[src/hw/rtl/dpdp_ram.sv]
// Generic single port RAM with registered read.
`default_nettype none
module dpdp_ram #(
   parameter int Width = 32,
   parameter int Depth = 16
) (
   input  wire                     clock,
   input  wire                     we,
   input  wire [$clog2(Depth)-1:0] addr,
   input  wire [Width-1:0]         wdata,
   output logic [Width-1:0]        rdata
);
   logic [Width-1:0] mem [Depth];

   always_ff @(posedge clock) begin
      if (we) mem[addr] <= wdata;
      rdata <= mem[addr];
   end
endmodule
`default_nettype wire

[config.mk]
export PLATFORM = sky130hd
export DESIGN_NAME = dpdp_ram
export DESIGN_NICKNAME = d
export VERILOG_FILES = /design/src/hw/rtl/dpdp_ram.sv
export SDC_FILE = /design/constraint.sdc
export NUM_CORES = 1
export LEC_CHECK = 0
export BUFFER_PORTS_ARGS = -buffer_cell sky130_fd_sc_hd__buf_2
export CORE_UTILIZATION = 55
export DETAILED_ROUTE_END_ITERATION = 6
export GPL_TIMING_DRIVEN = 0
export PLACE_DENSITY = 0.83
export SLEW_MARGIN = 10
export SYNTH_ARGS = -nofsm -noshare
export SYNTH_HDL_FRONTEND = slang
export SYNTH_SLANG_ARGS = --single-unit
[constraint.sdc]
create_clock -name clock -period 3.6 [get_ports clock]
set_input_delay 0.54 -clock clock [delete_from_list [all_inputs] [get_ports clock]]
set_output_delay 0.54 -clock clock [all_outputs]
set_load 0.05 [all_outputs]
==> implementation parameters <==
Parameter                              Value

Clock tree
  CTS tree    built
  Clock Pin Slew Worst Setup and Hold Paths    0.07 ns
  Number of sinks handled by clock tree synthesis    around 540
  Cell at the root of the clock tree    sky130_fd_sc_hd__clkbuf_16
  Hold-fix buffers, CTS    0
  Count of buffers added by post-CTS timing repair for setup    0
  Htree depth    2
  Cells resized by post-CTS repair    0
  Clock buffers created by TritonCTS    slightly above 50
  Deepest clock path buffer count    3
  Later-pin clock latency in the skew report    slightly below 0.6 ns

Timing
  Accumulated negative setup slack    0 ns
  Unrepaired setup endpoints after global routing    no
  Final Setup Violations    0
  Final period util    approximately three quarters
  Slew @ Worst Pin    slightly below 1 ns
  Slew HR    33.74%
  Count of final hold-check violations    0
  Final-report max-slew violation count    0
  Final critical-path required period    ~2.7 ns
  Timing-limited maximum frequency    roughly 370 MHz
  Layout Skew    approximately 0.018 ns

Status
  Run status    finished clean

Critical path
  Sequence of cells on the critical path    buf_2 > buf_4 > clkbuf_1 > nand2_1 > nor2_4 > buf_16
  R2R Path End    rdata[24]$_DFF_P_
  Capture point of the worst path    mem[7][11]$_DFFE_PP_
  Largest stage delay on the critical path    a little under 0.8 ns
  FF-to-FF Start    mem[11][24]$_DFFE_PP_
  Depth of the most critical reg-to-reg path    3
  Startpoint Class    primary input
  Critical path peak fanout    19
  Crit path kind    in -> reg
  Startpoint of the most critical setup path    addr[1]
  Critical path's slowest cell    sky130_fd_sc_hd__nor2_4
  Data arrival time of the critical path    ~3 ns
  Kind of end point of the critical path    register
  Minimum setup slack among reg-to-reg paths    2.10 ns
  Required time at the worst-slack endpoint    between 3 and 4 ns

Synth
  Post-synth design cell area    19860 um2
  YS warnings    0
  Ranking of synthesized cells by area    sky130_fd_sc_hd__edfxtp_1 (77%), sky130_fd_sc_hd__mux4_2 (15%), sky130_fd_sc_hd__dfxtp_1 (3.2%), sky130_fd_sc_hd__a22oi_1 (2.4%), sky130_fd_sc_hd__nand2_1 (0.62%)
  Post-synthesis sequential element count    between 500 and 600
  Gate count of the mapped netlist    840
  Average size of a mapped cell    around 24 um2
  Share of Yosys cell area claimed by the top area cell type    around 77%
  Total nets after synthesis    between 800 and 900
  Distinct cells, synth    17
  Cell type with the highest aggregate area in the netlist    sky130_fd_sc_hd__edfxtp_1
  Register area share after synthesis    between 80 and 90%

Route
  Wire length per cell    around 30 um
  Antenna-violating nets left    0
  DR iter-0 viols    a little under 1000
  Wirelength, routed    approximately 45000 um
  DRC violation count after routing    0
  Routed via count    between 9000 and 10000
  Number of detailed-routing iterations run before antenna repair    5
  Number of vias per cell    6.420

Die
  Die span in x    192.0 um
  Initial Utilization    55.84%
  Floorplan row count    69
  Core Footprint    approximately 36000 um2
  # IOs    70
  Vert. Die Dim    192.0 um
  Die area    36880 um2

Global routing
  Number of antenna violations at the first check in global routing    2
  Number of global-route vias before repair    10174
  Overall global routing resource usage    25.26%
  Pin count of the biggest net entering global routing    25
  Grt total ovfl    0
  Wire length of the first global-routing pass    approximately 65000 um

Pwr
  Switching power share of the total    about a fifth
  Internal power contribution    between 10 and 15 mW
  Sequential share of power    a little over half
  VDD IR-drop max    between 0.0004 and 0.0005 V
  Share of power burned in combinational logic    approximately 6%
  Net switching power    between 2 and 3 mW
  Power share of the clock group    between 40% and 50%
  Leak Pwr    around 7.4 nW
  Power density normalized to cell area    slightly below 600 nW/um2

Place
  Port Buf Inserts    67
  Half-perimeter wire length of the detailed placement result    25990 um
  Placed instance area    21290 um2
  Routability congestion estimate from global placement    around 0.73

Hold path
  Worst hold path startpoint    wdata[0]
  Class of the tightest hold or removal check    in -> reg

Final layout
  Proportion of layout cells with a drive suffix above 1    about a third
  Number of fillers in the final layout    around 2200
  Final cell area excluding filler cells    roughly 23000 um2
  Layout net count    a little over 1000
  Area Overhead vs Synth    15.57%

Flow run
  Max capacitance violation total    0
[how the worst min path moves through the flow]
stage	to	slack, ns	cells after the start
after CTS	mem[7][3]$_DFFE_PP_	0.33	1
after detailed placement	rdata[7]$_DFF_P_	0.67	3
after floorplan	rdata[0]$_DFF_P_	0.63	3
after global placement	rdata[0]$_DFF_P_	0.65	3
after global routing	mem[0][31]$_DFFE_PP_	0.34	1
final	mem[14][0]$_DFFE_PP_	0.34	1
[registers in the layout (all words and copies together), names as in the netlist]
register	cells
rdata	32
mem	512
[Yosys cell counts]
cell / instances
sky130_fd_sc_hd__a22oi_1: 64
sky130_fd_sc_hd__and2_1: 1
sky130_fd_sc_hd__buf_2: 11
sky130_fd_sc_hd__buf_4: 1
sky130_fd_sc_hd__buf_6: 6
sky130_fd_sc_hd__clkbuf_1: 27
sky130_fd_sc_hd__dfxtp_1: 32
sky130_fd_sc_hd__edfxtp_1: 512
sky130_fd_sc_hd__mux4_2: 128
sky130_fd_sc_hd__nand2_1: 33
sky130_fd_sc_hd__nand2b_1: 2
sky130_fd_sc_hd__nand3_1: 1
sky130_fd_sc_hd__nand3b_1: 2
sky130_fd_sc_hd__nor2_1: 13
sky130_fd_sc_hd__nor2b_1: 2
sky130_fd_sc_hd__nor3_1: 4
sky130_fd_sc_hd__or3b_2: 1
[cell type report]
class / instances / area [um2] / area share [%]
flip-flops and latches: 544 / 16020 / 69.77
clock inverters: 24 / 277.8 / 1.210
multi-input cells: 251 / 3726 / 16.23
plain buffers: 45 / 231.5 / 1.008
repair buffers: 94 / 740.7 / 3.227
diodes: 2 / 5.005 / 0.02180
clock buffers: 71 / 1381 / 6.018
well taps: 461 / 576.8 / 2.513
[metrics by stage]
stage	instances	utilization (%)	total power, mW	setup WS [ns]	hold slack, ns
after floorplan	840	-	7.738	-0.1816	0.6349
after global placement	1368	58.41	7.980	-2.608	0.6534
after detailed placement	1395	59.86	8.042	0.3342	0.6690
after CTS	1490	64.52	13.33	0.9036	0.3286
after global routing	1492	64.54	13.63	0.8185	0.3390
final	1492	64.54	13.30	0.9263	0.3406
[placed cells by master (no fill, tap or decap), types with 7 or more instances in the layout]
| cell type | count |
|---|---|
| sky130_fd_sc_hd__a22oi_1 | 64 |
| sky130_fd_sc_hd__buf_12 | 7 |
| sky130_fd_sc_hd__buf_2 | 78 |
| sky130_fd_sc_hd__buf_4 | 12 |
| sky130_fd_sc_hd__buf_6 | 10 |
| sky130_fd_sc_hd__clkbuf_1 | 44 |
| sky130_fd_sc_hd__clkbuf_16 | 51 |
| sky130_fd_sc_hd__clkinv_1 | 8 |
| sky130_fd_sc_hd__dfxtp_1 | 32 |
| sky130_fd_sc_hd__edfxtp_1 | 512 |
| sky130_fd_sc_hd__mux4_2 | 128 |
| sky130_fd_sc_hd__nand2_1 | 33 |
| sky130_fd_sc_hd__nor2_4 | 12 |
[power groups by stage]
stage	clock (mW)	sequential, mW	combinational, mW
floorplan	0	7.40	0.342
global placement	0	7.25	0.731
detailed placement	0	7.25	0.787
CTS	5.40	7.13	0.803
global route	5.66	7.13	0.844
finish	5.38	7.13	0.800
[critical path, delay by kind of cell]
kind,cells,cell delay [ns]
buffers and inverters,4,1.19
and+or+nand+nor,2,1.18
[cells by family after synthesis]
logic type | share of synthesized area [%]
AOI/OAI and AO/OA | 2.419
buffers and inverters | 1.165
DFF | 80.63
muxes | 14.51
and+or+nand+nor | 1.272
[routing by layer]
metal | track usage, % | routed length, um | up-vias
met5 | 0 | 0 | -
met1 | 31.37 | 16120 | 4986
li1 | - | - | 3885
met4 | 11.81 | 1778 | 0
met2 | 43.47 | 23270 | 582
met3 | 4.349 | 3557 | 126
(Power assumes the default switching activity.)
