## config.mk

```make
export PLATFORM = sky130hd
export DESIGN_NAME = dpdp_unit
export DESIGN_NICKNAME = d
export VERILOG_FILES = /design/src/hw/rtl/dpdp_pkg.sv /design/src/hw/rtl/dpdp_unit.sv
export SDC_FILE = /design/constraint.sdc
export NUM_CORES = 1
export LEC_CHECK = 0
export BUFFER_PORTS_ARGS = -buffer_cell sky130_fd_sc_hd__buf_2
export CORE_ASPECT_RATIO = 0.75
export CORE_MARGIN = 5
export CORE_UTILIZATION = 45
export CTS_CLUSTER_SIZE = 12
export DETAILED_ROUTE_END_ITERATION = 8
export SLEW_MARGIN = 20
export SYNTH_ARGS = -nofsm -noshare
export SYNTH_HDL_FRONTEND = slang
export SYNTH_SLANG_ARGS = --single-unit
export TNS_END_PERCENT = 100
```

## constraint.sdc

```tcl
create_clock -name clock -period 5 [get_ports clock]
set_input_delay 0.5 -clock clock [delete_from_list [all_inputs] [get_ports clock]]
set_output_delay 0.5 -clock clock [all_outputs]
set_load 0.02 [all_outputs]
```

## src/hw/rtl/dpdp_pkg.sv

```systemverilog
// Shared constants and helpers for the pairwise distance projection block.
`default_nettype none
package dpdp_pkg;
   localparam int MaxPoints = 16;
   localparam int MaxPairs  = MaxPoints * (MaxPoints - 1) / 2;
   localparam int PtIdxW    = $clog2(MaxPoints);
   localparam int CntW      = $clog2(MaxPoints + 1);
   localparam int PairIdxW  = $clog2(MaxPairs);

   localparam logic [1:0] CSR_RADIUS    = 2'd0;
   localparam logic [1:0] CSR_MAX_ITER  = 2'd1;
   localparam logic [1:0] CSR_TOLERANCE = 2'd2;

   // Unit operation codes.
   localparam logic [1:0] OP_SQRT = 2'd0;
   localparam logic [1:0] OP_DIV  = 2'd1;

   typedef struct packed {
      logic        go;
      logic [1:0]  op;
      logic [63:0] a;
      logic [31:0] b;
   } unit_req_type;

   // Saturate a 34-bit signed sum to 32 bits.
   function automatic logic signed [31:0] sat32(input logic signed [33:0] v);
      logic signed [31:0] r;
      if (v > 34'sh0_7FFF_FFFF) r = 32'sh7FFF_FFFF;
      else if (v < -34'sh0_8000_0000) r = -32'sh8000_0000;
      else r = v[31:0];
      return r;
   endfunction

   function automatic logic [31:0] mag32(input logic signed [31:0] v);
      logic [32:0] t;
      t = v[31] ? (33'd0 - {v[31], v}) : {1'b0, v};
      return t[31:0];
   endfunction
endpackage
`default_nettype wire

```

## src/hw/rtl/dpdp_unit.sv

```systemverilog
// Shared iterative unit: 64-bit integer square root or 64/32 division, one bit per cycle.
`default_nettype none
module dpdp_unit
   import dpdp_pkg::*;
(
   input  wire          clock,
   input  wire          reset,
   input  unit_req_type req,
   output logic         done,
   output logic [63:0]  result
);
   logic        busy_ff, busy_in;
   logic [1:0]  op_ff, op_in;
   logic [5:0]  cnt_ff, cnt_in;
   logic [63:0] rem_ff, rem_in;   // sqrt: remaining value; div: dividend shifting
   logic [65:0] acc_ff, acc_in;   // sqrt: partial remainder; div: partial remainder
   logic [31:0] dvs_ff, dvs_in;
   logic [63:0] quo_ff, quo_in;
   logic [65:0] trial;
   logic [65:0] sh_acc;

   always_comb begin
      busy_in = busy_ff;
      op_in   = op_ff;
      cnt_in  = cnt_ff;
      rem_in  = rem_ff;
      acc_in  = acc_ff;
      dvs_in  = dvs_ff;
      quo_in  = quo_ff;
      done    = 1'b0;
      trial   = '0;
      sh_acc  = '0;
      if (busy_ff) begin
         if (op_ff == OP_SQRT) begin
            // Digit-by-digit root: two bits of input per step, 32 steps.
            sh_acc = {acc_ff[63:0], rem_ff[63:62]};
            trial  = {quo_ff[63:0], 2'b01};
            if (sh_acc >= trial) begin
               acc_in = sh_acc - trial;
               quo_in = {quo_ff[62:0], 1'b1};
            end else begin
               acc_in = sh_acc;
               quo_in = {quo_ff[62:0], 1'b0};
            end
            rem_in = {rem_ff[61:0], 2'b00};
            cnt_in = cnt_ff - 6'd2;
            if (cnt_ff == 6'd1) begin
               busy_in = 1'b0;
               done    = 1'b1;
            end
         end else begin
            // Restoring division, one quotient bit per step.
            sh_acc = {acc_ff[64:0], rem_ff[63]};
            if (sh_acc >= {34'd0, dvs_ff}) begin
               acc_in = sh_acc - {34'd0, dvs_ff};
               quo_in = {quo_ff[62:0], 1'b1};
            end else begin
               acc_in = sh_acc;
               quo_in = {quo_ff[62:0], 1'b0};
            end
            rem_in = {rem_ff[62:0], 1'b0};
            cnt_in = cnt_ff - 6'd1;
            if (cnt_ff == 6'd0) begin
               busy_in = 1'b0;
               done    = 1'b1;
            end
         end
      end
      result = quo_in;
      // A new operation may be loaded in the cycle the previous one finishes.
      if (req.go) begin
         busy_in = 1'b1;
         op_in   = req.op;
         cnt_in  = 6'd63;
         rem_in  = req.a;
         acc_in  = '0;
         dvs_in  = req.b;
         quo_in  = '0;
      end
   end

   always_ff @(posedge clock) begin
      if (reset) begin
         busy_ff <= 1'b0;
      end else begin
         busy_ff <= busy_in;
      end
      op_ff  <= op_in;
      cnt_ff <= cnt_in;
      rem_ff <= rem_in;
      acc_ff <= acc_in;
      dvs_ff <= dvs_in;
      quo_ff <= quo_in;
   end

`ifndef SYNTHESIS
   a_no_start_busy: assert property (@(posedge clock) disable iff (reset)
      req.go |-> (!busy_ff || done)) else $error("unit started while busy");
   a_done_ends: assert property (@(posedge clock) disable iff (reset)
      (done && !req.go) |=> !busy_ff) else $error("unit busy after done");
   a_div_nonzero: assert property (@(posedge clock) disable iff (reset)
      (req.go && req.op == OP_DIV) |-> req.b != 32'd0) else $error("divide by zero");
`endif
endmodule
`default_nettype wire

```

==> impl_metrics.yaml <==
setup_path:
  critPathCaptureType: "output port"
  start_kind: "flop"
  crit_type: "flop to output port"
  required_ns: 4.50
  worstPathMaxFanout: 16
  worstReg2RegEnd: "acc_ff[5]$_SDFFE_PP0P_"
  critPathArrivalTime_ns: 4.28
  r2r_slack_ns: 0.78
  r2r_start: "rem_ff[63]$_DFFE_PP_"
  reg2reg_depth: 15
logic_synthesis:
  ys_top_cells_by_area: "edfxtp_1 17%, dfxtp_1 15%, ha_1 7.2%, nand2_1 6.6%, o21ai_0 5.6%"
  ys_seq_area_share_pct: 31.98
  syn_nets: 2412
  synth-edff-count: 98
  syn-cell-area_um2: 17720
  synth_top_area_share_pct: 16.61
  ys_seq_elements: 234
  synth_ff_type: "dfxtp_1"
  synth.avg_cell_area_um2: 8.025
  synth-async-reset-ratio_pct: 0
  yosysUniqueCellTypes: 91
  synth_largest_area_cell: "edfxtp_1"
  yosysWarningCount: 0
  synthTopCellsByCount: "312 x nand2_1, 200 x o21ai_0, 140 x a21oi_1"
  synth_most_common_cell: "nand2_1"
  netlist_instances: 2208
sta:
  clock.fmax_ghz: 0.2093
  relSlewSlack_pct: 33.67
  maxSlewViolCount: 0
  rsz0062_at_grt: "false"
  fin_crit_sh_pct: 95.55
  tns_ns: 0
  fin_skew_ns: 0.02084
  final-setup-viol-count: 0
  whs_ns: 0.05087
  hold_viol: 0
  final.min_clock_period_ns: 4.778
  worst_pin_slew_ns: 0.9949
min_path:
  worstHoldStart: "reset"
  holdCritPathClass: "input pin to flop"
  worstHoldPathCells: 2
  min_to: "busy_ff$_SDFF_PP0_"
floorplanning:
  die_area_um2: 43480
  rows: 63
  die_h_um: 181.8
  die_w_um: 239.1
  pin_count: 166
  start_util_pct: 45.23
  fp.coreArea_um2: 39180
clocking:
  clock_path_buffers: 3
  htreeDepth: 1
  cts_resized: 0
  clkSinkCount: 234
  root_buffer: "clkbuf_16"
  clk_pin_slew_ns: 0.07
  cts_tree: "built"
  clk_latency_ns: 0.58
  cts_buffers: 27
cells_and_area:
  fillers: 3869
  syn2layout_area_growth_pct: 11.30
  final_util_pct: 50.34
  multi_input_area_um2: 11000
  layout.nets: 2494
  seqCellArea_um2: 5669
  fin_cells: 2832
  fin_area_um2: 19720
  drive_above_1_share_pct: 12.03
route:
  wl_um: 58830
  drt_pass1_iterations: 6
  num_vias: 16910
  ant_nets: 0
  drc: 0
  wl_per_cell_um: 20.77
  drt_iter0_drc: 1593
  via_per_inst: 5.970
place:
  port-buffer-count: 165
  dp_cells: 2780
  place_area_um2: 18850
  dp_hpwl_um: 44790
  gp_congestion: 0.9644
global_routing:
  grt_pass1_vias: 15590
  grt_use_total_pct: 25.74
  grt_max_degree: 101
  antenna_found_initial: 7
  grt_pass1_wl_um: 89820
  overflow: 0
flow_run:
  drv_cap: 0
power:
  leakage_uw: 0.008264
  power_density_nw_per_um2: 479.6
  peakVddDrop_mv: 0.3092
status:
  status: "complete, no violations"
critical path, cell delays in order (launching register included):
cell and delay, ns:
edfxtp_1 0.43, inv_1 0.13, ha_1 0.16, inv_1 0.05, fa_1 0.40, a21o_1 0.21
a311o_1 0.37, a31oi_1 0.29, nand4b_2 0.25, a41oi_4 0.47, and2_4 0.35, nand2_1 0.08
o211ai_1 0.11, o21ai_1 0.16, buf_2 0.24
cell type report:
| type | instances | share of cell area [%] |
|---|---|---|
| clock inverter | 11 | 0.4822 |
| clock buffer | 39 | 3.858 |
| timing repair buffer | 190 | 5.279 |
| tap | 520 | 3.299 |
| antenna | 1 | 0.01269 |
| sequential | 234 | 28.75 |
| multi-input combinational | 1704 | 55.79 |
| inverter | 133 | 2.532 |
registers in the layout, indices dropped and copies added, names as in the netlist:
name and cells:
quo_ff 64, rem_ff 64, op_ff 2, cnt_ff 6
busy_ff 1, dvs_ff 32, acc_ff 65
worst max-delay path by stage:
stage	from	to	slack [ns]	cells past startpoint
2_1_floorplan	rem_ff[63]$_DFFE_PP_	result[0]	1.34	15
3_3_place_gp	rem_ff[63]$_DFFE_PP_	acc_ff[61]$_SDFFE_PP0P_	0.86	15
3_5_place_dp	rem_ff[63]$_DFFE_PP_	acc_ff[5]$_SDFFE_PP0P_	0.82	15
4_1_cts	rem_ff[63]$_DFFE_PP_	result[0]	0.21	14
5_1_grt	rem_ff[63]$_DFFE_PP_	result[0]	0.02	14
6_report	rem_ff[63]$_DFFE_PP_	result[0]	0.22	14
where the power goes:
group          switching (uW)  internal (uW)
Combinational            3160           1870
Sequential                284           2190
Clock                     842           1110
cell families (layout without fill, tap and decap cells):
logic type | after synthesis | count (layout) | share of synthesized area [%]
compound gates | 682 | 682 | 24.91
xor+xnor | 110 | 110 | 5.438
fa+ha+maj | 103 | 103 | 7.316
buf+inv | 271 | 373 | 6.115
flops | 234 | 234 | 31.98
mux | 74 | 74 | 4.216
other cells | 0 | 1 | 0
simple gates | 734 | 735 | 20.03
timing repair:
item                                    in CTS  in global routing
setup buffers                                0                  0
endpoints found under the setup margin       0                  1
hold buffers                                 0                  0
per-layer routing:
metal  track usage, %  wire length (um)
met5                0                62
met4            6.000              1520
met3            7.121              6274
met2            33.73             21910
met1            41.00             29070
metrics by stage:
step                setup WS [ns]  power, uW
global placement           0.8622       7352
detailed placement         0.8175       7340
finish                     0.2223       9457
CTS                        0.2119       9342
floorplan                   1.338       5906
global route              0.02392      10000
placed cells by master (no fill, tap or decap), types with 28 or more instances in the layout:
master / n
nor3_1: 44
o211ai_1: 49
o21ai_0: 200
nand4_1: 49
nand2_1: 312
xor2_1: 53
edfxtp_1: 98
buf_2: 164
mux2i_1: 69
and2_1: 75
inv_1: 131
a21oi_1: 140
ha_1: 102
a21o_1: 49
dfxtp_1: 135
nor2_1: 96
nand3_1: 46
a211oi_1: 28
xnor2_1: 57
(Power assumes the default switching activity.)
